## src/design/bptc_pkg.sv

```systemverilog
// shared types and constants for the barometer compensation pipeline
// no dependencies; every design file but bptc_checker imports this package

package bptc_pkg;

  // number of register stages from input to output
  localparam int NSTG = 9;

  // calibration register indexes
  localparam logic [2:0] REG_C1 = 3'd0;
  localparam logic [2:0] REG_C2 = 3'd1;
  localparam logic [2:0] REG_C3 = 3'd2;
  localparam logic [2:0] REG_C4 = 3'd3;
  localparam logic [2:0] REG_C5 = 3'd4;
  localparam logic [2:0] REG_C6 = 3'd5;

  // temperature thresholds in 0.01 degree units
  localparam logic signed [19:0] TEMP_REF  = 20'sd2000;
  localparam logic signed [19:0] TEMP_COLD = 20'sd1500;

  // second-order coefficients
  localparam logic [41:0] OFF2_A_K  = 42'd61;
  localparam logic [41:0] OFF2_B_K  = 42'd15;

  typedef struct packed {
    logic [15:0] c1;
    logic [15:0] c2;
    logic [15:0] c3;
    logic [15:0] c4;
    logic [15:0] c5;
    logic [15:0] c6;
  } cal_t;

  // per-stage load enables from the pipeline control
  typedef struct packed {
    logic [NSTG-1:0] en;
  } pipe_ctrl_t;

  // first-order results
  typedef struct packed {
    logic signed [18:0] temp1;
    logic signed [35:0] off1;
    logic signed [34:0] sens1;
    logic        [17:0] t2;
    logic        [23:0] d1;
  } first_t;

  // fully compensated temperature, offset and sensitivity
  typedef struct packed {
    logic signed [19:0] temp;
    logic signed [39:0] off;
    logic signed [39:0] sens;
    logic        [23:0] d1;
  } second_t;

endpackage

```

## src/design/bptc_pipe_ctrl.sv

```systemverilog
// valid bits and load enables for the compensation pipeline
// depends on bptc_pkg

module bptc_pipe_ctrl
  import bptc_pkg::*;
(
  input  logic       clk,
  input  logic       rst_n,
  input  logic       in_tvalid,
  output logic       in_tready,
  output logic       out_tvalid,
  input  logic       out_tready,
  output pipe_ctrl_t ctrl
);

  logic [NSTG-1:0] v_r;
  logic [NSTG-1:0] v_nxt;
  logic [NSTG-1:0] en;

  // a stage loads when it is empty or its successor loads too
  always_comb begin
    en[NSTG-1] = !v_r[NSTG-1] || out_tready;
    for (int k = NSTG - 2; k >= 0; k--) begin
      en[k] = !v_r[k] || en[k+1];
    end
  end

  always_comb begin
    v_nxt[0] = en[0] ? in_tvalid : v_r[0];
    for (int k = 1; k < NSTG; k++) begin
      v_nxt[k] = en[k] ? v_r[k-1] : v_r[k];
    end
  end

  always_ff @(posedge clk) begin
    if (!rst_n) begin
      v_r <= '0;
    end else begin
      v_r <= v_nxt;
    end
  end

  assign in_tready  = en[0];
  assign out_tvalid = v_r[NSTG-1];
  assign ctrl.en    = en;

endmodule

```

## config.mk

```make
export PLATFORM = sky130hd
export DESIGN_NAME = bptc_pipe_ctrl
export DESIGN_NICKNAME = d
export VERILOG_FILES = /design/src/design/bptc_pkg.sv /design/src/design/bptc_pipe_ctrl.sv
export SDC_FILE = /design/constraint.sdc
export NUM_CORES = 1
export LEC_CHECK = 0
export ABC_AREA = 0
export BUFFER_PORTS_ARGS = -buffer_cell sky130_fd_sc_hd__buf_2
export CAP_MARGIN = 30
export CORE_AREA = 8 8 45 47
export CTS_CLUSTER_DIAMETER = 60
export DETAILED_ROUTE_END_ITERATION = 12
export DIE_AREA = 0 0 53 55
export PLACE_DENSITY_LB_ADDON = 0.05
export SLEW_MARGIN = 40
export SYNTH_ARGS = -nofsm -noshare
export SYNTH_HDL_FRONTEND = slang
export SYNTH_SLANG_ARGS = --single-unit
```

## constraint.sdc

```tcl
create_clock -name clk -period 1.5 [get_ports clk]
set_clock_uncertainty 0.05 [all_clocks]
set_input_delay 0.3 -clock clk [delete_from_list [all_inputs] [get_ports clk]]
set_output_delay 0.3 -clock clk [all_outputs]
set_load 0.02 [all_outputs]
```

==> flow_summary.toml <==
[floorplanning]
die_w_um = 53
std_cell_rows = 14
die-height_um = 55
core_area_um2 = 1380
die_area_um2 = 2920
io_pins = 15
initial_utilization = 0.272

[yosys]
ys_seq_area_frac = 0.478
syn_inst = 44
yosysTopAreaCell = "dfxtp_1"
avgSynthCellArea_um2 = 8.56
ys_async_sr_fraction = 0
ys_warn_count = 0
synthDistinctLibCells = 17
yosys.area_share.simple = 0.286
synth_xor_area_frac = 0
synthMuxAreaShare = 0
synthMostInstantiatedCell = "nand2_1"
ys_top_cells_by_count = "nand2_1 (10), dfxtp_1 (9), nand3_1 (5)"
synth-edff-count = 0
synth_area_leaders = "dfxtp_1 (48%), nand2_1 (10%), nand3_1 (6.6%)"
syn_nets = 48
syn_area_um2 = 377
synth_compound_area_frac = 0.166
synth_top_flop_cell = "dfxtp_1"
synth.top_cell.area_share = 0.478
synth-adder-area-share = 0
synth_top_family_by_area = "simple AND/OR/NAND/NOR gates"
synth-seq-cells = 9

[clock_network]
cts_tree = "yes"
cts_buffers = 3
clkSlewWorstSetupHoldPaths_ns = 0.06
cts-root-buf = "clkbuf_4"
insertion_delay_ns = 0.25
htreeDepth = 1
clock_sinks = 9
cts.path.max_buffers = 2
holdBufCountCts = 0

[critical_path]
path_cells = "and3b_2 -> inv_4 -> nor3_4 -> nand3_4 -> buf_2"
cp.arrival_ns = 1.35
worstSetupPathType = "reg2out"
worst_path_largest_cell_delay_ns = 0.34
crit_family = "simple AND/OR/NAND/NOR gates"
slowest_stage = "dfxtp_4"
cp.depth = 5
crit_buf_inv = 2
crit_path_max_fanout = 4
cp.required_ns = 1.15
crit_path_end_kind = "output port"
startpoint_type = "register"
rr_worst_depth = 7

[grt]
grt_max_degree = 14
grt_util_all_layers = 0.0647
antenna_found_initial = 0
overflow = 0
grt_pass1_vias = 347
grt_first_pass_wirelength_um = 1400

[pwr]
seqPwrFrac = 0.553
vdd_drop_max_uv = 374
power_density_nw_per_um2 = 700
finalPower_mw = 0.446
combPwrFrac = 0.037
pwr-share-clk = 0.410
cell_internal_pwr_mw = 0.351
power.leakage_nw = 0.257
net-switching-power_mw = 0.0943
switching_share = 0.212

[route]
wl_um = 934
drtPass1Iterations = 4
wire_per_inst_um = 10.9
drc_errors = 0
vias = 374
drtIter0Drc = 7
ant_nets = 0
viasPerCell = 4.35

[finish]
final_core_util = 0.460
diodes = 0
regMostFlops = "v_r"
largest_reg_flops = 9
nNetsFinal = 75
largestRegisters = "v_r x9"
area_delta_synth_final_pct = 69.1
drive_gt1_frac = 0.600

[sta]
holdWs_ns = 0.206
maxSlewViolCount = 0
rsz0062_at_grt = "yes"
hold_viol = 0
worst_slack_ns = -0.199
fmax_mhz = 589
tns_ns = -1.23
worstMarginPinSlew_ns = 0.280
min_period_over_period = 1.13
relSlewSlack = 0.813
final.min_clock_period_ns = 1.70
setup_violations = 7

[status]
outcome = "complete, but fails checks"
violations = "negative setup slack"

[place]
gp_congestion = 0.624
io_buffers = 14
dp_hpwl_um = 710
dp_worst_setup_slack_ns = -0.0722

[min_path]
holdCritPathClass = "in2reg"
hold_depth = 3

[job]
max_cap_violations = 0
cell type report:
cell class              instances  area [um^2]
clock buffers                   4         26.3
fillers                       137          747
inverters                       4         17.5
multi-input cells              29          198
flip-flops and latches          9          186
well taps                      16         20.0
repair buffers                 24          189
power groups by stage:
stage | registers [mW] | logic, mW | clock network [mW]
3_3_place_gp | 0.251 | 0.0154 | 0
4_1_cts | 0.246 | 0.0165 | 0.191
2_1_floorplan | 0.251 | 0.00941 | 0
5_1_grt | 0.247 | 0.0180 | 0.217
6_report | 0.247 | 0.0163 | 0.183
3_5_place_dp | 0.252 | 0.0164 | 0
per-stage QoR:
| stage | cells | cell area (um^2) |
|---|---|---|
| 6_report | 86 | 637 |
| 5_1_grt | 86 | 637 |
| 4_1_cts | 82 | 562 |
| 3_5_place_dp | 76 | 504 |
| 3_3_place_gp | 76 | 504 |
| 2_1_floorplan | 44 | 399 |
placed cells by master (no fill, tap or decap), drive strengths merged:
cell type / instances
dfxtp: 9
and3b: 1
inv: 4
a21boi: 1
clkbuf: 4
nand2: 10
o21ai: 4
nor2: 1
nand2b: 1
o21a: 3
nor3: 1
a21oi: 1
nor2b: 1
nand3: 5
buf: 24
cells by family (layout without fill, tap and decap cells):
| group | Yosys count | after routing |
|---|---|---|
| buffers and inverters | 6 | 32 |
| AO/OA/AOI/OAI | 9 | 9 |
| AND/OR/NAND/NOR | 20 | 20 |
| flip-flops | 9 | 9 |
layer usage:
| layer | routed length [um] | global-route usage | vias to the layer above |
|---|---|---|---|
| met5 | 0 | 0 | - |
| met4 | 0 | 0.0517 | 0 |
| met3 | 80 | 0.0160 | 0 |
| met2 | 434 | 0.102 | 11 |
| met1 | 419 | 0.0735 | 167 |
| li1 | - | - | 196 |
worst reg2reg max path, cell delays in order (launching register included):
cell and delay, ns:
dfxtp_4 0.34, and3b_2 0.22, inv_4 0.05, nor3_4 0.23, inv_2 0.07, buf_4 0.13
buf_4 0.13, o21ai_2 0.12
worst paths after layout:
path,startpoint,end,slack [ns]
worst max-delay path,v_r[8],ctrl[0],-0.20
worst min-delay path,in_tvalid,v_r[0],0.21
worst max register to register,v_r[8],v_r[1],0.10
worst min register to register,v_r[2],v_r[3],0.41
what timing repair did:
| action | in CTS | in global routing |
|---|---|---|
| resized for setup | 6 | 14 |
| setup endpoints to repair | 8 | 9 |
| setup buffers | 2 | 4 |
| pin swaps | 1 | 3 |
No activity file was read; power rests on OpenSTA's default activity.
