[src/design/bptc_pkg.sv]
// shared types and constants for the barometer compensation pipeline
// no dependencies; every design file but bptc_checker imports this package

package bptc_pkg;

  // number of register stages from input to output
  localparam int NSTG = 9;

  // calibration register indexes
  localparam logic [2:0] REG_C1 = 3'd0;
  localparam logic [2:0] REG_C2 = 3'd1;
  localparam logic [2:0] REG_C3 = 3'd2;
  localparam logic [2:0] REG_C4 = 3'd3;
  localparam logic [2:0] REG_C5 = 3'd4;
  localparam logic [2:0] REG_C6 = 3'd5;

  // temperature thresholds in 0.01 degree units
  localparam logic signed [19:0] TEMP_REF  = 20'sd2000;
  localparam logic signed [19:0] TEMP_COLD = 20'sd1500;

  // second-order coefficients
  localparam logic [41:0] OFF2_A_K  = 42'd61;
  localparam logic [41:0] OFF2_B_K  = 42'd15;

  typedef struct packed {
    logic [15:0] c1;
    logic [15:0] c2;
    logic [15:0] c3;
    logic [15:0] c4;
    logic [15:0] c5;
    logic [15:0] c6;
  } cal_t;

  // per-stage load enables from the pipeline control
  typedef struct packed {
    logic [NSTG-1:0] en;
  } pipe_ctrl_t;

  // first-order results
  typedef struct packed {
    logic signed [18:0] temp1;
    logic signed [35:0] off1;
    logic signed [34:0] sens1;
    logic        [17:0] t2;
    logic        [23:0] d1;
  } first_t;

  // fully compensated temperature, offset and sensitivity
  typedef struct packed {
    logic signed [19:0] temp;
    logic signed [39:0] off;
    logic signed [39:0] sens;
    logic        [23:0] d1;
  } second_t;

endpackage

[src/design/bptc_pressure.sv]
// stages 6 to 8: D1 * SENS in two partial products, offset removal, output register
// depends on bptc_pkg

module bptc_pressure
  import bptc_pkg::*;
(
  input  logic               clk,
  input  pipe_ctrl_t         ctrl,
  input  second_t            so,
  output logic signed [19:0] temperature_centi,
  output logic signed [31:0] pressure_pa
);

  logic        [43:0] pp_lo_r;
  logic signed [44:0] pp_hi_r;
  logic signed [39:0] off_6_r;
  logic signed [19:0] temp_6_r;

  logic signed [63:0] prod_r;
  logic signed [39:0] off_7_r;
  logic signed [19:0] temp_7_r;

  logic signed [42:0] diff_w;
  logic signed [19:0] temp_8_r;
  logic signed [31:0] pres_8_r;

  // stage 6: low 20 bits of SENS unsigned, upper 20 bits signed
  always_ff @(posedge clk) begin
    if (ctrl.en[6]) begin
      pp_lo_r  <= 44'(so.d1) * 44'(so.sens[19:0]);
      pp_hi_r  <= 45'($signed({1'b0, so.d1})) * 45'($signed(so.sens[39:20]));
      off_6_r  <= so.off;
      temp_6_r <= so.temp;
    end
  end

  // stage 7: recombine, magnitude of D1 * SENS stays below 2^62
  always_ff @(posedge clk) begin
    if (ctrl.en[7]) begin
      prod_r   <= $signed({pp_hi_r[43:0], 20'b0}) + $signed({20'b0, pp_lo_r});
      off_7_r  <= off_6_r;
      temp_7_r <= temp_6_r;
    end
  end

  // stage 8: pressure stays within 28 signed bits and temperature within 20,
  // so no saturation is applied and sign extension suffices
  assign diff_w = $signed(prod_r[63:21]) - {{3{off_7_r[39]}}, off_7_r};

  always_ff @(posedge clk) begin
    if (ctrl.en[8]) begin
      pres_8_r <= {{4{diff_w[42]}}, diff_w[42:15]};
      temp_8_r <= temp_7_r;
    end
  end

  assign temperature_centi = temp_8_r;
  assign pressure_pa       = pres_8_r;

endmodule

[config.mk]
export PLATFORM = sky130hd
export DESIGN_NAME = bptc_pressure
export DESIGN_NICKNAME = d
export VERILOG_FILES = /design/src/design/bptc_pkg.sv /design/src/design/bptc_pressure.sv
export SDC_FILE = /design/constraint.sdc
export NUM_CORES = 2
export LEC_CHECK = 0
export BUFFER_PORTS_ARGS = -buffer_cell sky130_fd_sc_hd__buf_2
export CORE_UTILIZATION = 60
export CTS_CLUSTER_DIAMETER = 40
export DETAILED_ROUTE_END_ITERATION = 8
export PLACE_DENSITY = 0.76
export SKIP_LAST_GASP = 1
export SLEW_MARGIN = 30
export SYNTH_ARGS = -nofsm -noshare
export SYNTH_HDL_FRONTEND = slang
export SYNTH_SLANG_ARGS = --single-unit
export TNS_END_PERCENT = 20
[constraint.sdc]
create_clock -name clk -period 15.05 [get_ports clk]
set_input_delay 0.7525 -clock clk [delete_from_list [all_inputs] [get_ports clk]]
set_output_delay 0.7525 -clock clk [all_outputs]
set_load 0.05 [all_outputs]
==> flow_summary.toml <==
[status]
status = "completed"

[drt]
wl_met1_um = 40130
drt-initial-drc-count = 1882
first_pass_iters = 6
wl_met3_um = 8510
drc_errors = 0
antenna_left = 0
top_layer = "met5"
met2_wirelength_um = 45190
via_count = 28810
wl_per_cell_um = 18.36
wirelength_um = 96220
viasPerCell = 5.497

[cts]
post_cts.repair.setup_buffers = 0
root_buffer = "clkbuf_16"
cts_buffer_depth = 3
htreeDepth = 1
cts_buffers = 31
path_clk_slew_ns = 0.07
cts_resized = 0
cts_tree = "done"
clock_latency_ns = 0.58
clock_sinks = 279
ctsHoldBuffers = 0

[placement]
hpwl_um = 70310
dpl_cell_area_um2 = 44090
numPortBuffers = 179
gp_congestion = 0.9055

[yosys]
synth_edf_count = 279
syn_area_per_cell_um2 = 10.07
yosys_most_used_dff = "edfxtp_1"
ys_ff_latch = 279
synthArstFlopShare = 0
synthesis.area_um2 = 42540
synth_nets = 5535
synth_cells = 4225
ys_seq_area_frac = 0.1969
synth_cell_type_count = 64
yosysWarnings = 0

[timing]
finalMaxSlewViolations = 0
min_period_ns = 8.234
fmax_ghz = 0.1214
final.setup.tns_ns = 0
clock_skew_ns = 0.01367
rsz0062_at_grt = "false"
relSlewSlack = 0.2990
hold_viol = 0
setup_viol = 0
min_period_over_period = 0.5471
worstMarginPinSlew_ns = 1.043

[worst_setup_path]
r2r_slack_ns = 11.32
critPathLaunch = "so[6]"
endpoint = "pp_lo_r[41]"
cp_data_arrival_time_ns = 8.53
worst-path-max-fanout = 40
r2r_end = "prod_r[57]"
cp.required_ns = 15.35
crit_path_start_kind = "input pin"
r2r-start = "pp_lo_r[21]"
setup.worst_path.class = "input pin to flop"
endpoint_kind = "flop"
reg2reg_depth = 11

[global_route]
grt_pass1_vias = 31080
grt.total_usage = 0.2840
antenna_found_initial = 6
overflow = 0
grt_pass1_wl_um = 159300
grt_max_degree = 66

[cells_and_area]
area_growth_pct = 6.262
n_fill_cell = 5682
final_layout_size_suffix_gt1_frac = 0.06465
layout.nets = 5585
final_area_um2 = 45210

[die]
rows = 97
die-area_um2 = 71970
fp.dieW_um = 268.3
core_area_um2 = 70150
start_util = 0.6064
ios = 186
chipHeight_um = 268.3

[flow_run]
cap_violations = 0

[worst_hold_path]
hold_class = "input pin to flop"
-- synth_stat cells (5+ instances only) --
cell type | instances | area share
nor2b_1 | 18 | 0.0026
clkbuf_1 | 182 | 0.016
nand2_1 | 528 | 0.047
nor2_1 | 64 | 0.0056
o21a_1 | 19 | 0.0034
o21ai_0 | 45 | 0.0053
nor3_1 | 9 | 0.0011
nand3_1 | 22 | 0.0026
a211oi_1 | 9 | 0.0016
a21oi_1 | 105 | 0.012
and4_1 | 5 | 0.0010
edfxtp_1 | 279 | 0.20
a31oi_1 | 9 | 0.0013
and2_1 | 468 | 0.069
and3_1 | 17 | 0.0025
xnor2_1 | 91 | 0.019
nand2b_1 | 30 | 0.0044
o21ai_1 | 6 | 0.00071
o211ai_1 | 6 | 0.0011
o21bai_1 | 9 | 0.0016
inv_1 | 927 | 0.082
fa_1 | 785 | 0.37
nand4_1 | 17 | 0.0025
a21o_1 | 62 | 0.011
ha_1 | 391 | 0.11
xor2_1 | 43 | 0.0089
nor3b_1 | 8 | 0.0014
-- cell usage in the layout, fill, tap and decap left out, types with 4 or more instances in the layout --
cell / count
a211o_1: 4
a211oi_1: 9
a21o_1: 62
a21oi_1: 105
a311o_1: 4
a31oi_1: 9
a41oi_1: 4
and2_1: 468
and3_1: 17
and4_1: 5
buf_2: 175
buf_4: 27
bufinv_16: 4
clkbuf_16: 31
clkinvlp_4: 4
edfxtp_1: 279
fa_1: 785
ha_1: 391
inv_1: 927
inv_6: 4
nand2_1: 528
nand2b_1: 30
nand3_1: 22
nand4_1: 17
nor2_1: 64
nor2b_1: 18
nor3_1: 9
nor3b_1: 8
o211ai_1: 6
o21a_1: 19
o21ai_0: 45
o21ai_1: 6
o21bai_1: 9
xnor2_1: 91
xor2_1: 43
-- flip-flops by register name, summed over array words and instances, names as in the netlist --
name,cells
off_6_r,40
off_7_r,40
pp_hi_r,44
pp_lo_r,24
pressure_pa,28
prod_r,43
temp_6_r,20
temp_7_r,20
temperature_centi,20
-- per-stage QoR --
step | setup WS, ns | utilization | cells | hold slack, ns
2_1_floorplan | 7.722 | - | 4225 | 0.4003
3_3_place_gp | 6.261 | 0.6285 | 5182 | 0.4004
3_5_place_dp | 6.255 | 0.6286 | 5182 | 0.4045
4_1_cts | 6.895 | 0.6442 | 5240 | 0.3215
5_1_grt | 6.494 | 0.6443 | 5240 | 0.3279
6_report | 6.816 | 0.6444 | 5242 | 0.3485
-- metal layers --
metal | track usage | up-vias
met5 | 0 | -
met4 | 0.07151 | 10
met3 | 0.05296 | 192
met2 | 0.4705 | 1099
met1 | 0.3869 | 14550
li1 | - | 12970
-- cell families after synthesis --
logic type      share of synthesized area
mux                             0.0002647
flops                              0.1969
xor+xnor                          0.02759
buf+inv                           0.09856
simple gates                       0.1407
compound gates                    0.05159
fa+ha+maj                          0.4844
-- worst max-delay path, stage by stage --
cell and delay (ns):
buf_2 0.77, nand2_1 0.18, fa_1 0.54, inv_1 0.06, fa_1 0.50, fa_1 0.64, fa_1 0.46, fa_1 0.46
fa_1 0.49, inv_1 0.05, fa_1 0.47, inv_1 0.04, ha_1 0.31, a21o_1 0.22, a21oi_2 0.19, o21ai_2 0.09
a221oi_2 0.34, o32ai_1 0.25, o41ai_4 0.45, a21boi_2 0.15, o41ai_4 0.34, or4b_1 0.47, o211ai_1 0.29
-- worst min-delay path by stage --
stage,start,endpoint,cells after the start
2_1_floorplan,off_6_r[0],off_7_r[0],0
3_3_place_gp,temp_7_r[17],temperature_centi[17],0
3_5_place_dp,temp_6_r[15],temp_7_r[15],0
4_1_cts,so[88],off_6_r[24],1
5_1_grt,so[113],temp_6_r[9],1
6_report,so[88],off_6_r[24],1
-- area by class of cell --
| cell class | count | area [um^2] | area share |
|---|---|---|---|
| Timing Repair Buffer | 203 | 1090 | 0.02411 |
| Antenna cell | 2 | 5.005 | 0.0001107 |
| Sequential cell | 279 | 8378 | 0.1853 |
| Clock buffer | 34 | 787.0 | 0.01741 |
| Multi-Input combinational cell | 2833 | 29980 | 0.6633 |
| Inverter | 927 | 3480 | 0.07697 |
| Clock inverter | 24 | 306.5 | 0.006781 |
| Tap cell | 940 | 1176 | 0.02602 |
Power is left out: the tool's default activity adds up to more than one toggle a clock period on the data nets, which glitch-free logic cannot reach.
