[config.mk]
export PLATFORM = sky130hd
export DESIGN_NAME = bptc_first_order
export DESIGN_NICKNAME = d
export VERILOG_FILES = /design/src/design/bptc_pkg.sv /design/src/design/bptc_first_order.sv
export SDC_FILE = /design/constraint.sdc
export NUM_CORES = 2
export LEC_CHECK = 0
export BUFFER_PORTS_ARGS = -buffer_cell sky130_fd_sc_hd__buf_2
export CAP_MARGIN = 0
export CORE_MARGIN = 1.5
export CORE_UTILIZATION = 55
export CTS_BUF_LIST = sky130_fd_sc_hd__clkbuf_2
export CTS_CLUSTER_SIZE = 14
export DETAILED_ROUTE_END_ITERATION = 10
export PLACE_DENSITY = 0.72
export SLEW_MARGIN = 30
export SYNTH_ARGS = -nofsm -noshare
export SYNTH_HDL_FRONTEND = slang
export SYNTH_SLANG_ARGS = --single-unit
[constraint.sdc]
create_clock -name clk -period 10.63 [get_ports clk]
set_clock_uncertainty 0.2 [all_clocks]
set_input_delay 0.5315 -clock clk [delete_from_list [all_inputs] [get_ports clk]]
set_output_delay 0.5315 -clock clk [all_outputs]
set_load 0.03 [all_outputs]
[src/design/bptc_pkg.sv]
// shared types and constants for the barometer compensation pipeline
// no dependencies; every design file but bptc_checker imports this package

package bptc_pkg;

  // number of register stages from input to output
  localparam int NSTG = 9;

  // calibration register indexes
  localparam logic [2:0] REG_C1 = 3'd0;
  localparam logic [2:0] REG_C2 = 3'd1;
  localparam logic [2:0] REG_C3 = 3'd2;
  localparam logic [2:0] REG_C4 = 3'd3;
  localparam logic [2:0] REG_C5 = 3'd4;
  localparam logic [2:0] REG_C6 = 3'd5;

  // temperature thresholds in 0.01 degree units
  localparam logic signed [19:0] TEMP_REF  = 20'sd2000;
  localparam logic signed [19:0] TEMP_COLD = 20'sd1500;

  // second-order coefficients
  localparam logic [41:0] OFF2_A_K  = 42'd61;
  localparam logic [41:0] OFF2_B_K  = 42'd15;

  typedef struct packed {
    logic [15:0] c1;
    logic [15:0] c2;
    logic [15:0] c3;
    logic [15:0] c4;
    logic [15:0] c5;
    logic [15:0] c6;
  } cal_t;

  // per-stage load enables from the pipeline control
  typedef struct packed {
    logic [NSTG-1:0] en;
  } pipe_ctrl_t;

  // first-order results
  typedef struct packed {
    logic signed [18:0] temp1;
    logic signed [35:0] off1;
    logic signed [34:0] sens1;
    logic        [17:0] t2;
    logic        [23:0] d1;
  } first_t;

  // fully compensated temperature, offset and sensitivity
  typedef struct packed {
    logic signed [19:0] temp;
    logic signed [39:0] off;
    logic signed [39:0] sens;
    logic        [23:0] d1;
  } second_t;

endpackage

[src/design/bptc_first_order.sv]
// stages 0 to 2: temperature difference, calibration products, first-order terms
// depends on bptc_pkg

module bptc_first_order
  import bptc_pkg::*;
(
  input  logic        clk,
  input  pipe_ctrl_t  ctrl,
  input  cal_t        cal,
  input  logic [23:0] raw_pressure,
  input  logic [23:0] raw_temperature,
  output first_t      fo
);

  logic signed [24:0] dt_r;
  logic        [23:0] d1_0_r;

  logic signed [41:0] m6_r;
  logic signed [41:0] m4_r;
  logic signed [41:0] m3_r;
  logic signed [49:0] dtsq_r;
  logic        [23:0] d1_1_r;

  first_t fo_r;
  first_t fo_nxt;

  // stage 0: dT = D2 - C5 * 256
  always_ff @(posedge clk) begin
    if (ctrl.en[0]) begin
      dt_r   <= $signed({1'b0, raw_temperature}) - $signed({1'b0, cal.c5, 8'b0});
      d1_0_r <= raw_pressure;
    end
  end

  // stage 1: four independent products of dT
  always_ff @(posedge clk) begin
    if (ctrl.en[1]) begin
      m6_r   <= 42'(dt_r) * 42'($signed({1'b0, cal.c6}));
      m4_r   <= 42'(dt_r) * 42'($signed({1'b0, cal.c4}));
      m3_r   <= 42'(dt_r) * 42'($signed({1'b0, cal.c3}));
      dtsq_r <= 50'(dt_r) * 50'(dt_r);
      d1_1_r <= d1_0_r;
    end
  end

  // stage 2: dropping low bits of a two's complement value is a flooring shift
  always_comb begin
    fo_nxt.temp1 = $signed(m6_r[41:23]) + 19'sd2000;
    fo_nxt.off1  = $signed({3'b000, cal.c2, 17'b0}) + $signed(m4_r[41:6]);
    fo_nxt.sens1 = $signed({3'b000, cal.c1, 16'b0}) + $signed(m3_r[41:7]);
    fo_nxt.t2    = dtsq_r[48:31];
    fo_nxt.d1    = d1_1_r;
  end

  always_ff @(posedge clk) begin
    if (ctrl.en[2]) begin
      fo_r <= fo_nxt;
    end
  end

  assign fo = fo_r;

endmodule

==> run summary <==
The flow ran to the end, and the final reports show no timing, DRC or antenna violations. Setup repair after global routing left no endpoint under its margin. The area occupied by multi-input gates is about 0.054 mm². The horizontal extent of the die is around 370 µm. The net count of the mapped netlist came out at 9,743. The die covers between 0.1 and 0.15 mm². Summed over all nets, wire length on met2 after detailed routing comes to ~90 mm. The synthesized instance count is between 7,000 and 8,000. The number of enable-type register cells in the synthesized netlist is 313. The number of nets in the final layout came out at around 10,000. The detailed-route DRC error count is 0.

The number of search-and-repair iterations in the first detailed-routing pass came out at 8. At the worst endpoint, the required time is around 12 ns. The post-route netlist has approximately 6.3% of its cells at a drive strength greater than 1. For the worst-skew pair, the clock arrives at the later sink with an insertion delay of about 1.4 ns. The largest buffer count on any clock path is 3. The number of cell rows came out at 133. The first-pass GRT wire length came out at 289.9 mm.

The worst-case headroom to the max-slew limit is a little under two fifths. The synthesized area per cell came out at around 9.9 µm². Dividing the detail-routed via count by the number of cells gives between 5 and 6.

The netlist area before placement came out at around 0.073 mm². The via count of the first global-routing pass was 57,440. CTS built an H-tree with a depth of 3. The final setup TNS came out at 0 ns. Summed over all instances, the cell type with the most area after synthesis is fa_1. The synthesis-to-layout area growth came out at 8.621%.

The number of hold-repair buffers added at the cts stage came out at 247. The area of all sequential standard cells is 0.009399 mm². The top cell type's share of synthesized area came out at roughly half.

Among all flip-flop cells after synthesis, the most frequent one is edfxtp_1. The setup path with the least slack is of type flip-flop to flip-flop. The final HPWL from detailed placement is roughly 130 mm. The most numerous cell in the Yosys netlist is inv_1. The category of the worst setup path capture point is a flip-flop. In this run, distinct cell masters in the synthesized netlist total between 50 and 60. Setup violations remaining at the end of the flow were counted as 0.

The worst setup path is launched from a flip-flop. The met1 wire length is roughly 66 mm. The maximum number of pins on one net before global-route repair came out at 65.

The number of clock sinks is between 300 and 400. The root buffer cell chosen for the clock tree is clkbuf_2. The overall via count from detail_route is around 50,000. The peak fanout along the critical path is 20. The share of the clock period used by the worst path after layout came out at between 80% and 90%.

The wire length on met3 is roughly 11 mm. The vertical die dimension came out at approximately 370 µm. The share of synthesized area occupied by flip-flops and latches is between 10% and 20%. The post-detailed-routing wire length came out at ~170 mm. Counting the fill cells in the layout gives about 11,000. The core outline area is 0.1313 mm². The aggregate global routing overflow is 0. The share of async-settable or async-resettable flops after synthesis came out at 0%. The count of nets left with antenna violations after detail routing came out at 0. The actual transition at the worst max-transition pin is 0.9343 ns. The iteration-0 DRC count of the detailed router came out at about 2,700.

Yosys printed 0 warnings. The worst path in the final design needs a cycle of about 8.9 ns, including I/O delays and setup. The max-slew violation count came out at 0. The number of setup buffers added after CTS is 0. The tightest min-delay check is of the input port to flip-flop type. After detailed routing, the average wire length per cell comes to 18.01 µm. The highest layer touched by signal routing is met5. By count the netlist is led by 2,016 x inv_1, 1,767 x fa_1, 947 x nand2_1. Pin placement for this block handled ~290 I/O pins. The hold violation total from the final report came out at 0. The data arrival time of the critical path came out at 9.88 ns. At the end of routability-driven placement, the weighted congestion stood at 0.8940.

The number of max-cap violations is 0. The number of gates resized after cts came out at 0. Input and output buffers added on the ports amount to between 200 and 300. Buffers inserted during clock tree synthesis total a little under 90. The total global-route track usage came out at a little over a quarter. TritonCTS built the clock tree. The upper clock frequency limit is around 110 MHz. The number of storage elements in the synthesis netlist came out at approximately 310. Once the floorplan was initialized, standard cells occupied between 50% and 60% of the core. Yosys attributes the largest share of cell area to fa_1 49%, edfxtp_1 13%, inv_1 10%, ha_1 8.6%, and2_1 5.1%. The register clock-pin slew on the reported worst setup and hold paths is approximately 0.11 ns.

The initial antenna violation count was 23.
[routing by layer]
layer  GRT usage (%)  up-vias
met5               0        -
met4           9.974       12
met3           3.851      371
met2           48.33     1649
met1           33.96    26020
li1                -    21990
[layout make-up]
type | count | share of cell area (%)
multi-input cells | 4678 | 69.06
flip-flops and latches | 313 | 11.91
inverters | 2016 | 9.592
repair buffers | 587 | 5.545
well taps | 1755 | 2.783
clock buffers | 114 | 0.7232
clock inverters | 41 | 0.3220
diodes | 19 | 0.06027
[placed cells by master, fill, tap and decap left out, drive strengths merged, types with 6 or more instances in the layout]
cell type    netlist  routed
a211o              8       8
a211oi            23      23
a21boi             9       9
a21o              35      35
a21oi             99      99
a31o               6       6
a31oi             10      10
and2             593     593
and3              19      19
buf                4     342
clkbuf           309     114
clkinv             0      34
diode              0      19
dlygate4sd3        0     245
edfxtp           313     313
fa              1767    1767
ha               502     502
inv             2016    2018
nand2            947     947
nand2b            23      23
nand3             23      23
nand4             20      20
nor2             143     143
nor2b             40      40
nor3              34      34
nor3b              6       6
o211ai            11      11
o21a              27      27
o21ai             74      74
o21bai            15      15
o31ai              9       9
or2                6       6
or3                7       7
xnor2            124     124
xor2              47      47
[metrics by stage]
stage	cell area (µm²)	util (%)	instances	hold slack, ns	setup WS [ns]
after global placement	75490	57.50	9100	0.2009	1.660
after global routing	78880	60.08	9519	0.1814	1.320
after floorplan	72630	-	7320	0.2003	2.525
after CTS	78840	60.05	9504	0.005162	1.750
after detailed placement	75520	57.52	9102	0.2045	1.648
final	78890	60.09	9523	0.1692	1.734
[critical path, stage by stage (launching register included)]
cell and delay [ns]:
edfxtp_1 0.97, buf_4 0.41, nand2_1 0.12, fa_1 0.61, inv_1 0.07, fa_1 0.53, inv_1 0.06, fa_1 0.54
inv_1 0.06, fa_1 0.41, fa_1 0.48, fa_1 0.54, inv_1 0.05, fa_1 0.47, inv_1 0.04, ha_1 0.28
a211oi_1 0.30, nand4_1 0.18, a211oi_2 0.20, a211oi_1 0.16, o21ba_2 0.35, a221o_1 0.39, a41o_1 0.31, a311o_1 0.46
and4_1 0.23, or3_1 0.37
[cell families after synthesis]
kind of cell    share of synthesized area (%)
compound gates                          3.190
xor+xnor                                2.062
fa+ha+maj                               57.35
buf+inv                                 12.05
flops                                   12.94
mux                                   0.04135
simple gates                            12.37
[registers in the layout, summed over array words and instances, names as in the netlist]
register  cells
d1_0_r       24
d1_1_r       24
dt_r         25
dtsq_r       18
fo          132
m3_r         35
m4_r         36
m6_r         19
[path summary, 6_finish.rpt]
check,from,cells after the start,slack (ns),to
worst min register to register,m3_r[21],0,0.18,fo[56]
worst max register to register,dt_r[3],25,1.73,dtsq_r[48]
worst max-delay path,dt_r[3],25,1.73,dtsq_r[48]
worst min-delay path,ctrl[0],3,0.17,dt_r[10]
Power is left out: the tool's default activity adds up to more than one toggle a clock period on the data nets, which glitch-free logic cannot reach.
