**config.mk**
```make
export PLATFORM = sky130hd
export DESIGN_NAME = bptc_second_order
export DESIGN_NICKNAME = d
export VERILOG_FILES = /design/src/design/bptc_pkg.sv /design/src/design/bptc_second_order.sv
export SDC_FILE = /design/constraint.sdc
export NUM_CORES = 2
export LEC_CHECK = 0
export BUFFER_PORTS_ARGS = -buffer_cell sky130_fd_sc_hd__buf_2
export CAP_MARGIN = 10
export CORE_MARGIN = 10
export CORE_UTILIZATION = 55
export CTS_CLUSTER_SIZE = 25
export DETAILED_ROUTE_END_ITERATION = 8
export PLACE_DENSITY = 0.76
export SYNTH_ARGS = -nofsm -noshare
export SYNTH_HDL_FRONTEND = slang
export SYNTH_SLANG_ARGS = --single-unit
```
**constraint.sdc**
```tcl
create_clock -name clk -period 24.5 [get_ports clk]
set_input_delay 1.225 -clock clk [delete_from_list [all_inputs] [get_ports clk]]
set_output_delay 1.225 -clock clk [all_outputs]
set_load 0.005 [all_outputs]
```
**src/design/bptc_pkg.sv**
```systemverilog
// shared types and constants for the barometer compensation pipeline
// no dependencies; every design file but bptc_checker imports this package

package bptc_pkg;

  // number of register stages from input to output
  localparam int NSTG = 9;

  // calibration register indexes
  localparam logic [2:0] REG_C1 = 3'd0;
  localparam logic [2:0] REG_C2 = 3'd1;
  localparam logic [2:0] REG_C3 = 3'd2;
  localparam logic [2:0] REG_C4 = 3'd3;
  localparam logic [2:0] REG_C5 = 3'd4;
  localparam logic [2:0] REG_C6 = 3'd5;

  // temperature thresholds in 0.01 degree units
  localparam logic signed [19:0] TEMP_REF  = 20'sd2000;
  localparam logic signed [19:0] TEMP_COLD = 20'sd1500;

  // second-order coefficients
  localparam logic [41:0] OFF2_A_K  = 42'd61;
  localparam logic [41:0] OFF2_B_K  = 42'd15;

  typedef struct packed {
    logic [15:0] c1;
    logic [15:0] c2;
    logic [15:0] c3;
    logic [15:0] c4;
    logic [15:0] c5;
    logic [15:0] c6;
  } cal_t;

  // per-stage load enables from the pipeline control
  typedef struct packed {
    logic [NSTG-1:0] en;
  } pipe_ctrl_t;

  // first-order results
  typedef struct packed {
    logic signed [18:0] temp1;
    logic signed [35:0] off1;
    logic signed [34:0] sens1;
    logic        [17:0] t2;
    logic        [23:0] d1;
  } first_t;

  // fully compensated temperature, offset and sensitivity
  typedef struct packed {
    logic signed [19:0] temp;
    logic signed [39:0] off;
    logic signed [39:0] sens;
    logic        [23:0] d1;
  } second_t;

endpackage

```
**src/design/bptc_second_order.sv**
```systemverilog
// stages 3 to 5: low and very low temperature corrections
// depends on bptc_pkg

module bptc_second_order
  import bptc_pkg::*;
(
  input  logic       clk,
  input  pipe_ctrl_t ctrl,
  input  first_t     fo,
  output second_t    so
);

  logic signed [19:0] a_w;
  logic signed [19:0] b_w;
  logic signed [19:0] temp1_w;

  logic signed [39:0] asq_r;
  logic signed [39:0] bsq_r;
  logic               lt_ref_3_r;
  logic               lt_cold_3_r;
  first_t             fo_3_r;

  logic        [41:0] off2_w;
  logic        [41:0] sens2_w;
  logic        [39:0] off2_r;
  logic        [39:0] sens2_r;
  logic               lt_ref_4_r;
  first_t             fo_4_r;

  second_t so_r;
  second_t so_nxt;

  assign temp1_w = {fo.temp1[18], fo.temp1};
  assign a_w     = temp1_w - TEMP_REF;
  assign b_w     = temp1_w + TEMP_COLD;

  // stage 3: squares of the distances from both thresholds
  always_ff @(posedge clk) begin
    if (ctrl.en[3]) begin
      asq_r       <= 40'(a_w) * 40'(a_w);
      bsq_r       <= 40'(b_w) * 40'(b_w);
      lt_ref_3_r  <= temp1_w < TEMP_REF;
      lt_cold_3_r <= temp1_w < -TEMP_COLD;
      fo_3_r      <= fo;
    end
  end

  // stage 4: OFF2 and SENS2, both thresholds judged on first-order temperature
  always_comb begin
    off2_w  = '0;
    sens2_w = '0;
    if (lt_ref_3_r) begin
      off2_w  = ({6'b0, asq_r[35:0]} * OFF2_A_K) >> 4;
      sens2_w = {5'b0, asq_r[35:0], 1'b0};
      if (lt_cold_3_r) begin
        off2_w  = off2_w + {6'b0, bsq_r[35:0]} * OFF2_B_K;
        sens2_w = sens2_w + {3'b0, bsq_r[35:0], 3'b0};
      end
    end
  end

  always_ff @(posedge clk) begin
    if (ctrl.en[4]) begin
      off2_r     <= off2_w[39:0];
      sens2_r    <= sens2_w[39:0];
      lt_ref_4_r <= lt_ref_3_r;
      fo_4_r     <= fo_3_r;
    end
  end

  // stage 5: apply corrections
  always_comb begin
    so_nxt.temp = {fo_4_r.temp1[18], fo_4_r.temp1}
                - (lt_ref_4_r ? $signed({2'b00, fo_4_r.t2}) : 20'sd0);
    so_nxt.off  = {{4{fo_4_r.off1[35]}}, fo_4_r.off1} - $signed(off2_r);
    so_nxt.sens = {{5{fo_4_r.sens1[34]}}, fo_4_r.sens1} - $signed(sens2_r);
    so_nxt.d1   = fo_4_r.d1;
  end

  always_ff @(posedge clk) begin
    if (ctrl.en[5]) begin
      so_r <= so_nxt;
    end
  end

  assign so = so_r;

endmodule

```
==> results.cfg <==
[clocking]
clk_pin_slew_worst_paths_ns = 0.06
cts_hold_buf = 0
postCtsResizedCells = 0
cts_max_level = 2
cts_tree = done
cts_buffers = 54
root_buffer = clkbuf_16
cts_sinks = 536
clk_latency_ns = 0.62
cts_setup_buffers = 0
clk_path_buf_depth = 3

[worst_setup_path]
arrival_ns = 12.10
crit_slowest_cell = clkinv_1
path_common_cell = fa_1
crit_path_max_incr_delay_ns = 0.74
reg2reg_depth = 29
reg2reg_slack_ns = 16.29
r2r_end = off2_r[38]$_SDFFCE_PN0P_
crit_required_ns = 24.84
cp_max_fo = 21
r2r-start = asq_r[2]$_DFFE_PP_
critPathCaptureType = flip-flop
start_kind = input port
critPathKind = input port to flip-flop

[placed_design]
dp_hpwl_um = 106600
port_buffers = 259
dpl_cell_area_um2 = 60890
gp_congestion = 0.9313

[finish]
syn_to_final_growth_pct = 8.136
nets = 7202
final_area_um2 = 62560
drive_above_1_share_pct = 7.351

[yosys]
syn_inst = 5420
syn_avg_cell_area_um2 = 10.67
synthTopCellsByCount = 1349 x inv_1, 909 x fa_1, 536 x edfxtp_1, 463 x ha_1, 355 x nor2_1
synth_top_area_share_pct = 31.45
async_flop_share_pct = 0
synth_most_common_cell = inv_1
synth-edff-count = 536
yosys-top-cells-area = fa_1 31%, edfxtp_1 28%, ha_1 10%, inv_1 8.8%, xnor2_1 3.4%
yosys_warnings = 0
syn_area_um2 = 57860
synth_seq_area_share_pct = 27.82
yosys.area.top_type = fa_1
synth_fp_nets = 6934
synth_seq_cells = 536
synth.distinct_cells = 94
synthFlopType = edfxtp_1

[global_routing]
grt_overflow = 0
met1_usage_pct = 28.59
grt_use_met2_pct = 39.02
first_global_vias = 41530
grt_pass1_wl_um = 213300
use_met3_pct = 3.491
antenna_found_initial = 1
grt_use_total_pct = 22.51
grt_max_degree = 78
busiest_layer = met2

[timing]
fin_setup_tns_ns = 0
fin_crit_ns = 11.77
final-hold-violation-count = 0
drv_slew = 0
timing.fmax_mhz = 84.99
slew_headroom_pct = 31.71
setup_violations = 0
min_period_over_period_pct = 48.03
rsz0062_at_grt = no
clock_skew_ns = 0.01972
timing.hold.ws_ns = 0.4071
tightest_slew_ns = 1.021

[detailed_routing]
vias = 38170
ant_nets = 0
drc = 0
wl_per_cell_um = 18.47
dr.pass1.iters = 6
drt_wl_total_um = 131300
drt_iter0_markers = 2314
vias_per_cell = 5.369

[worst_hold_path]
hold_path_depth = 0
hp-start = fo_3_r[44]$_DFFE_PP_
min_path_type = flip-flop to flip-flop
hold_end = fo_4_r[44]$_DFFE_PP_

[run]
max-cap-violations = 0

[floorplan]
dieArea_um2 = 118600
die_h_um = 344.3
start_util_pct = 55.66
io_pins = 266
core_area_um2 = 103900
die_w_um = 344.3
std_cell_rows = 118

[run_status]
status = completed
critical path: cells and delay by family:
family | cells | cell delay (ns)
buf+inv | 6 | 1.99
compound gates | 9 | 2.77
fa+ha+maj | 9 | 4.25
xor+xnor | 2 | 0.70
simple gates | 5 | 1.13
sequential cells by signal (all words and copies together) (netlist names):
name / flops
sens2_r: 38
lt_ref_4_r: 1
fo_3_r: 131
asq_r: 35
bsq_r: 33
fo_4_r: 132
lt_ref_3_r: 1
off2_r: 40
so: 124
lt_cold_3_r: 1
cell type report:
class | count | area (um^2)
Inverter | 1359 | 5101
Fill cell | 8424 | 41380
Antenna cell | 2 | 5.005
Sequential cell | 536 | 16100
Clock buffer | 58 | 1366
Clock inverter | 37 | 306.5
Timing Repair Buffer | 301 | 1633
Multi-Input combinational cell | 3436 | 36330
Tap cell | 1380 | 1727
cell usage in the layout (no fill, tap or decap), drive strengths merged, types with 8 or more instances in the layout:
| master | Yosys | final |
|---|---|---|
| a2111oi | 11 | 11 |
| a211oi | 44 | 44 |
| a21boi | 8 | 8 |
| a21o | 97 | 97 |
| a21oi | 235 | 235 |
| a31oi | 23 | 23 |
| and2 | 68 | 68 |
| and3 | 21 | 21 |
| and4 | 10 | 10 |
| buf | 11 | 300 |
| clkbuf | 78 | 59 |
| clkinv | 6 | 35 |
| edfxtp | 536 | 536 |
| fa | 909 | 909 |
| ha | 463 | 463 |
| inv | 1353 | 1355 |
| mux2i | 29 | 29 |
| nand2 | 303 | 303 |
| nand2b | 48 | 48 |
| nand3 | 44 | 44 |
| nand4 | 19 | 19 |
| nor2 | 355 | 355 |
| nor2b | 31 | 31 |
| nor3 | 46 | 46 |
| nor4 | 11 | 11 |
| o21a | 41 | 41 |
| o21ai | 130 | 130 |
| o21bai | 38 | 38 |
| o22ai | 11 | 11 |
| o31ai | 11 | 11 |
| o41ai | 8 | 8 |
| or2 | 8 | 8 |
| or3 | 11 | 11 |
| xnor2 | 226 | 226 |
| xor2 | 93 | 93 |
worst max-delay path by stage:
stage | startpoint | to | slack, ns | cells after the start
finish | fo[117] | bsq_r[35]$_DFFE_PP_ | 12.73 | 31
global placement | fo[117] | bsq_r[31]$_DFFE_PP_ | 12.40 | 32
detailed placement | fo[117] | bsq_r[35]$_DFFE_PP_ | 12.16 | 31
CTS | fo[117] | bsq_r[35]$_DFFE_PP_ | 12.81 | 31
global route | fo[117] | bsq_r[35]$_DFFE_PP_ | 12.25 | 31
floorplan | fo[115] | bsq_r[32]$_DFFE_PP_ | 14.94 | 34
stage by stage:
stage	util (%)	setup WS (ns)	cells
detailed placement	58.58	12.16	7012
global placement	58.58	12.40	7012
global route	60.19	12.25	7107
finish	60.19	12.73	7109
floorplan	-	14.94	5420
CTS	60.19	12.81	7107
kinds of logic after synthesis:
logic type	synth area share [%]
buffers and inverters	9.401
adders and majority gates	41.47
and+or+nand+nor	7.839
AOI/OAI and AO/OA	8.034
DFF	27.82
xor gates and xnor gates	4.842
muxes	0.5990
routing by layer:
metal | share of wire [%] | vias up
met1 | 41 | 18980
li1 | - | 17700
met3 | 6.8 | 278
met2 | 49 | 1218
met4 | 3.7 | 2
met5 | 0.0099 | -
Power is left out: the tool's default activity adds up to more than one toggle a clock period on the data nets, which glitch-free logic cannot reach.
