==> src/design/bptc_pkg.sv <==
// shared types and constants for the barometer compensation pipeline
// no dependencies; every design file but bptc_checker imports this package

package bptc_pkg;

  // number of register stages from input to output
  localparam int NSTG = 9;

  // calibration register indexes
  localparam logic [2:0] REG_C1 = 3'd0;
  localparam logic [2:0] REG_C2 = 3'd1;
  localparam logic [2:0] REG_C3 = 3'd2;
  localparam logic [2:0] REG_C4 = 3'd3;
  localparam logic [2:0] REG_C5 = 3'd4;
  localparam logic [2:0] REG_C6 = 3'd5;

  // temperature thresholds in 0.01 degree units
  localparam logic signed [19:0] TEMP_REF  = 20'sd2000;
  localparam logic signed [19:0] TEMP_COLD = 20'sd1500;

  // second-order coefficients
  localparam logic [41:0] OFF2_A_K  = 42'd61;
  localparam logic [41:0] OFF2_B_K  = 42'd15;

  typedef struct packed {
    logic [15:0] c1;
    logic [15:0] c2;
    logic [15:0] c3;
    logic [15:0] c4;
    logic [15:0] c5;
    logic [15:0] c6;
  } cal_t;

  // per-stage load enables from the pipeline control
  typedef struct packed {
    logic [NSTG-1:0] en;
  } pipe_ctrl_t;

  // first-order results
  typedef struct packed {
    logic signed [18:0] temp1;
    logic signed [35:0] off1;
    logic signed [34:0] sens1;
    logic        [17:0] t2;
    logic        [23:0] d1;
  } first_t;

  // fully compensated temperature, offset and sensitivity
  typedef struct packed {
    logic signed [19:0] temp;
    logic signed [39:0] off;
    logic signed [39:0] sens;
    logic        [23:0] d1;
  } second_t;

endpackage

==> src/design/bptc_cfg_regs.sv <==
// calibration word registers written through the configuration channel
// depends on bptc_pkg

module bptc_cfg_regs
  import bptc_pkg::*;
(
  input  logic        clk,
  input  logic        rst_n,
  input  logic        cfg_valid,
  output logic        cfg_ready,
  input  logic [2:0]  cfg_index,
  input  logic [15:0] cfg_data,
  output cal_t        cal
);

  cal_t cal_r;
  cal_t cal_nxt;

  assign cfg_ready = 1'b1;
  assign cal       = cal_r;

  always_comb begin
    cal_nxt = cal_r;
    if (cfg_valid) begin
      case (cfg_index)
        REG_C1:  cal_nxt.c1 = cfg_data;
        REG_C2:  cal_nxt.c2 = cfg_data;
        REG_C3:  cal_nxt.c3 = cfg_data;
        REG_C4:  cal_nxt.c4 = cfg_data;
        REG_C5:  cal_nxt.c5 = cfg_data;
        REG_C6:  cal_nxt.c6 = cfg_data;
        default: cal_nxt = cal_r;
      endcase
    end
  end

  always_ff @(posedge clk) begin
    if (!rst_n) begin
      cal_r <= '0;
    end else begin
      cal_r <= cal_nxt;
    end
  end

endmodule

==> config.mk <==
export PLATFORM = sky130hd
export DESIGN_NAME = bptc_cfg_regs
export DESIGN_NICKNAME = d
export VERILOG_FILES = /design/src/design/bptc_pkg.sv /design/src/design/bptc_cfg_regs.sv
export SDC_FILE = /design/constraint.sdc
export NUM_CORES = 1
export LEC_CHECK = 0
export BUFFER_PORTS_ARGS = -buffer_cell sky130_fd_sc_hd__buf_4
export CORE_UTILIZATION = 49
export CTS_BUF_LIST = sky130_fd_sc_hd__clkbuf_16
export CTS_CLUSTER_DIAMETER = 60
export CTS_CLUSTER_SIZE = 40
export DETAILED_ROUTE_END_ITERATION = 10
export PLACE_DENSITY = 0.78
export SKIP_LAST_GASP = 1
export SYNTH_ARGS = -nofsm -noshare
export SYNTH_HDL_FRONTEND = slang
export SYNTH_SLANG_ARGS = --single-unit
==> constraint.sdc <==
create_clock -name clk -period 1.25 [get_ports clk]
set_input_delay 0.0625 -clock clk [delete_from_list [all_inputs] [get_ports clk]]
set_output_delay 0.0625 -clock clk [all_outputs]
set_load 0.01 [all_outputs]
==> metrics.txt, run 1 <==
status complete, no violations; Largest register FFs 96; vias per inst 4.99; post-synth top area share a little over half; # DRC 0; WL/cell between 15 and 20 um; Synth cell types 14; sequential fraction of the synthesis area 54.8%; minimum clock period 0.932 ns; Iter 0 DRT Violations 90; Clock Path Buffers 2; Pwr per Cell Area 1440 nW/um2; clock slew at reported path FFs 0.06 ns; largest net degree at the start of global routing 38; Net Count, Synth 358; Critical Path Fanout Max 16; CTS tree yes; first-pass GRT wire length 13.5 mm; final hold violations 0; predominant post-synthesis flop cell dfxtp_1; Synth warnings 0; Detailed Route WL about 8.5 mm; Fmax between 1 and 1.5 GHz; static leakage between 2 and 3 nW; Post-Syn Instances 336; Hold Crit Class in -> reg; vias in the first global route 2656; switch share 19.6%; syn_area_per_cell 10.4 um2; Final Skew 0 ns; Inserted Diodes 0; Comb pwr share 6.9%; die area between 7000 and 8000 um2; Setup TNS 0 ns; synthesized cell area 3510 um2; grt ovf 0; RSZ-0062 raised after global routing no; cts hold-fix bufs 0; Post-synth EDFFs 0; layout cells sized above 1 31.4%; Syn-to-layout area delta 40.4%; max-slew violation count 0; Die W 86.6 um; depth of the CTS H-tree 3; Setup Buffers After CTS 0; worst skew pair latency ~0.32 ns; Pwr Total 0.00709 W; Die Span Y 86.6 um; CTS buffer count 9; final setup violation count 0; CTS Root Cell clkbuf_16; Rows 30; VDD IR max 817 uV; Critical Path RT 1.49 ns; Post-synth ARST share 0%; clock share of power 48.5%; port bufs 117; total number of vias roughly 2800; io pins 119; Filler cells ~520; Final nets 472; Core Util, Final 71.6%; clock sinks 96; crit path DAT 1.17 ns; CP Class in -> reg; Final period util 74.5%; Seq pwr share approximately 45%; # resized after CTS 0; routability cong. 0.780; top cells by instance count after synthesis nand2_1 (112), dfxtp_1 (96), mux2i_1 (96), clkbuf_1 (11), buf_2 (9); top-count cell post-synth nand2_1; largest area contributor in the netlist dfxtp_1; initial antenna violation count 0; post-route ant nets 0; net switching power roughly 0.0014 W; Internal Power 0.00570 W; Initial Utilization 51.0%; max-cap violations 0; Final HPWL DP 5.82 mm; crit end category flop; crit path launch type primary input; First-pass DRT Iterations 4; core box area approximately 6900 um2; Yosys reg bits between 90 and 100; gr usage total 23.9%; largest cells by area after synthesis dfxtp_1 (55%), mux2i_1 (27%), nand2_1 (12%)
==> kinds of logic after synthesis <==
group / Yosys count / share of synthesized area (%)
other: 1 / 0.107
muxes: 96 / 27.4
and+or+nand+nor: 118 / 13.8
buffers and inverters: 25 / 3.89
DFF: 96 / 54.8
==> metrics by stage <==
stage | instances | hold WS, ns | worst slack (ns) | cell area [um2]
after floorplan | 336 | 0.305 | 0.137 | 3510
after global routing | 551 | 0.113 | 0.306 | 4920
after global placement | 535 | 0.439 | 0.0411 | 4540
final | 551 | 0.108 | 0.318 | 4920
after CTS | 551 | 0.107 | 0.326 | 4920
after detailed placement | 535 | 0.447 | 0.0253 | 4540
==> worst paths after layout <==
kind,start,endpoint,slack (ns),cells past startpoint
setup / recovery,cfg_index[1],cal[93],0.32,4
hold / removal,cfg_data[15],cal[31],0.11,3
setup reg to reg,cal[93],cal[93],0.58,2
hold reg to reg,cal[64],cal[64],0.46,2
==> cells in the final DEF, fill, tap and decap left out <==
master     synthesis  routed
and4bb_2           1       1
buf_12             1       7
buf_4              2     121
bufinv_16          0       5
clkbuf_16          0       9
clkinv_1           0       2
conb_1             1       1
dfxtp_1           96      96
mux2i_1           96      96
nand2_1          112     112
nand4b_1           2       2
nand4bb_1          2       2
or4b_1             1       1
==> power groups by stage <==
stage	logic, W	clock network (W)	registers [W]
2_1_floorplan	0.000211	0	0.00326
3_3_place_gp	0.000478	0	0.00323
3_5_place_dp	0.000489	0	0.00323
4_1_cts	0.000491	0.00347	0.00316
5_1_grt	0.000527	0.00361	0.00317
6_report	0.000489	0.00344	0.00316
==> layout make-up <==
cell class	instances	area [um2]	area share, %
multi-input cells	215	1450	29.4
well taps	96	120	2.44
clock buffers	9	225	4.58
flip-flops and latches	96	1920	39.1
clock inverters	7	158	3.20
repair buffers	128	1050	21.3
==> metal layers <==
layer	part of all wire [%]	track usage, %
met1	44	30.3
met2	49	39.9
met3	5.6	6.00
met4	1.5	7.88
met5	0	0
==> worst max-delay path: stages <==
cell	delay, ns
buf_4	0.13
or4b_1	0.51
buf_4	0.24
mux2i_1	0.22
Note: power is estimated with default switching activity, not from simulation.
==> inputs of run 2 (changes only) <==
Settings changed: CORE_UTILIZATION 49 to 45, PLACE_DENSITY 0.78 to 0.76.
Clock period 1.25 ns to 0.8 ns, I/O delays scaled along.
==> run 2 against run 1 <==
Net effect: clock skew did not move; combinational power rose by 92%; count of clock-buffer cells in the layout unchanged; non-clock buffer count up 35; sequential share of layout area down 3.0 points; the flow now finishes with violations (negative setup slack); largest cell class unchanged; clock power increased by 36%; critical path type is now reg -> out.
==> metrics.txt, run 2 (synthesis results as in run 1) <==
Max stage delay on crit path 0.36 ns; sequential cell area 2040 um2; Critical Path RT 0.76 ns; Largest delay share family, worst path flip-flops; post-route setup slack -0.0339 ns; vias per inst 4.98; io pins 119; worst skew pair latency 0.33 ns; WL/cell 16.7 um; clock slew at reported path FFs 0.07 ns; Hold Crit Class in -> reg; Inserted Diodes 0; Pwr per Cell Area 1870 nW/um2; depth of the CTS H-tree 3; Clock Path Buffers 2; Critical-path top delay cell dfxtp_2; port bufs 117; initial antenna violation count 0; largest net degree at the start of global routing 27; final setup violation count 97; RSZ-0062 raised after global routing yes; minimum clock period 0.834 ns; crit path cell chain buf_6; Final Skew 0 ns; gr usage total 24.0%; grt ovf 0; crit path DAT approximately 0.8 ns; area occupied by multi-input gates 1470 um2; final hold violations 0; Buf/Inv on CP 1; most frequent cells in the layout nand2_1 (112), buf_6 (99), dfxtp_2 (96); CP Class reg -> out; routability cong. 0.736; max-cap violations 0; First-pass DRT Iterations 4; Initial Utilization 47.3%; crit path launch type flop; Final nets 508; placed cell count 550; # DRC 0; clock sinks 96; vias in the first global route roughly 3000; Filler cells 487; max-slew violation count 0; Fmax around 1.2 GHz; Iter 0 DRT Violations 95; fin cells 590; core box area around 7400 um2; CTS tree yes; Die Span Y ~90 um; CTS buffer count 9; first-pass GRT wire length 15.3 mm; die area slightly above 8000 um2; most common cell after layout, fill and taps aside nand2_1; static leakage 2.86 nW; layout cells sized above 1 56.8%; Syn-to-layout area delta 61.6%; VDD IR max 1780 uV; Critical Path Fanout Max 2; Die W 90.3 um; Detailed Route WL between 9 and 10 mm; Final HPWL DP 6.27 mm; post-route ant nets 0; Largest register FFs 96; CTS Root Cell clkbuf_16; Final period util 104%; status finished with violations; total number of vias 2941; Pwr Total 0.0106 W; failing checks negative setup slack; Rows 31; crit end category primary output
[run 2: cell count changes in the layout (fill, tap and decap cells not counted), sizes merged]
| cell | before | now |
|---|---|---|
| bufinv | 5 | 2 |
| clkinvlp | 0 | 3 |
| or4b | 1 | 2 |
| clkinv | 2 | 0 |
| inv | 0 | 2 |
| buf | 128 | 162 |
| clkbuf | 9 | 10 |
[run 2: layout make-up]
cell class	instances	area share, %
flip-flops and latches	96	36.0
repair buffers	163	30.0
multi-input cells	216	26.0
clock buffers	9	3.97
well taps	99	2.19
clock inverters	7	1.81
[run 2: layer usage]
| layer | global-route usage (%) | vias up | wire length [um] |
|---|---|---|---|
| met5 | 0 | - | 0 |
| met4 | 7.80 | 0 | 167 |
| met3 | 7.32 | 13 | 527 |
| met2 | 42.0 | 91 | 4960 |
| met1 | 28.0 | 1432 | 4220 |
| li1 | - | 1405 | - |
[run 2: path summary, 6_finish.rpt]
check / to / start / depth (start not counted) / slack (ns)
worst max register to register: cal[68] / cal[68] / 4 / 0
worst min register to register: cal[71] / cal[71] / 2 / 0.47
worst min-delay path: cal[50] / cfg_data[2] / 3 / 0.09
worst max-delay path: cal[3] / cal[3] / 1 / -0.03
[run 2: where the power goes]
part           total [W]  leakage (nW)  switching (W)  internal [W]
combinational   0.000937          1.89       0.000437      0.000500
sequential       0.00498         0.824      0.0000806       0.00490
clock            0.00467         0.150        0.00190       0.00277
[run 2: through the flow]
step                      utilization [%]  setup slack [ns]  hold slack [ns]  setup TNS, ns  area [um2]
after floorplan                         -            -0.274            0.283          -3.84        3540
after global routing                 76.5           -0.0553            0.113          -4.00        5670
after detailed placement             62.6            -0.373            0.426         -23.64        4640
final                                76.5           -0.0339           0.0928          -1.73        5670
after global placement               62.6            -0.358            0.413         -21.53        4640
after CTS                            74.8           -0.0333           0.0834          -2.32        5540
[run 2: timing repair]
item | CTS | global route
pin swaps | 0 | 2
setup endpoints to repair | 112 | 101
gates cloned | 1 | 1
gates resized for setup | 193 | 5
buffers inserted | 11 | 11
hold buffers | 0 | 0
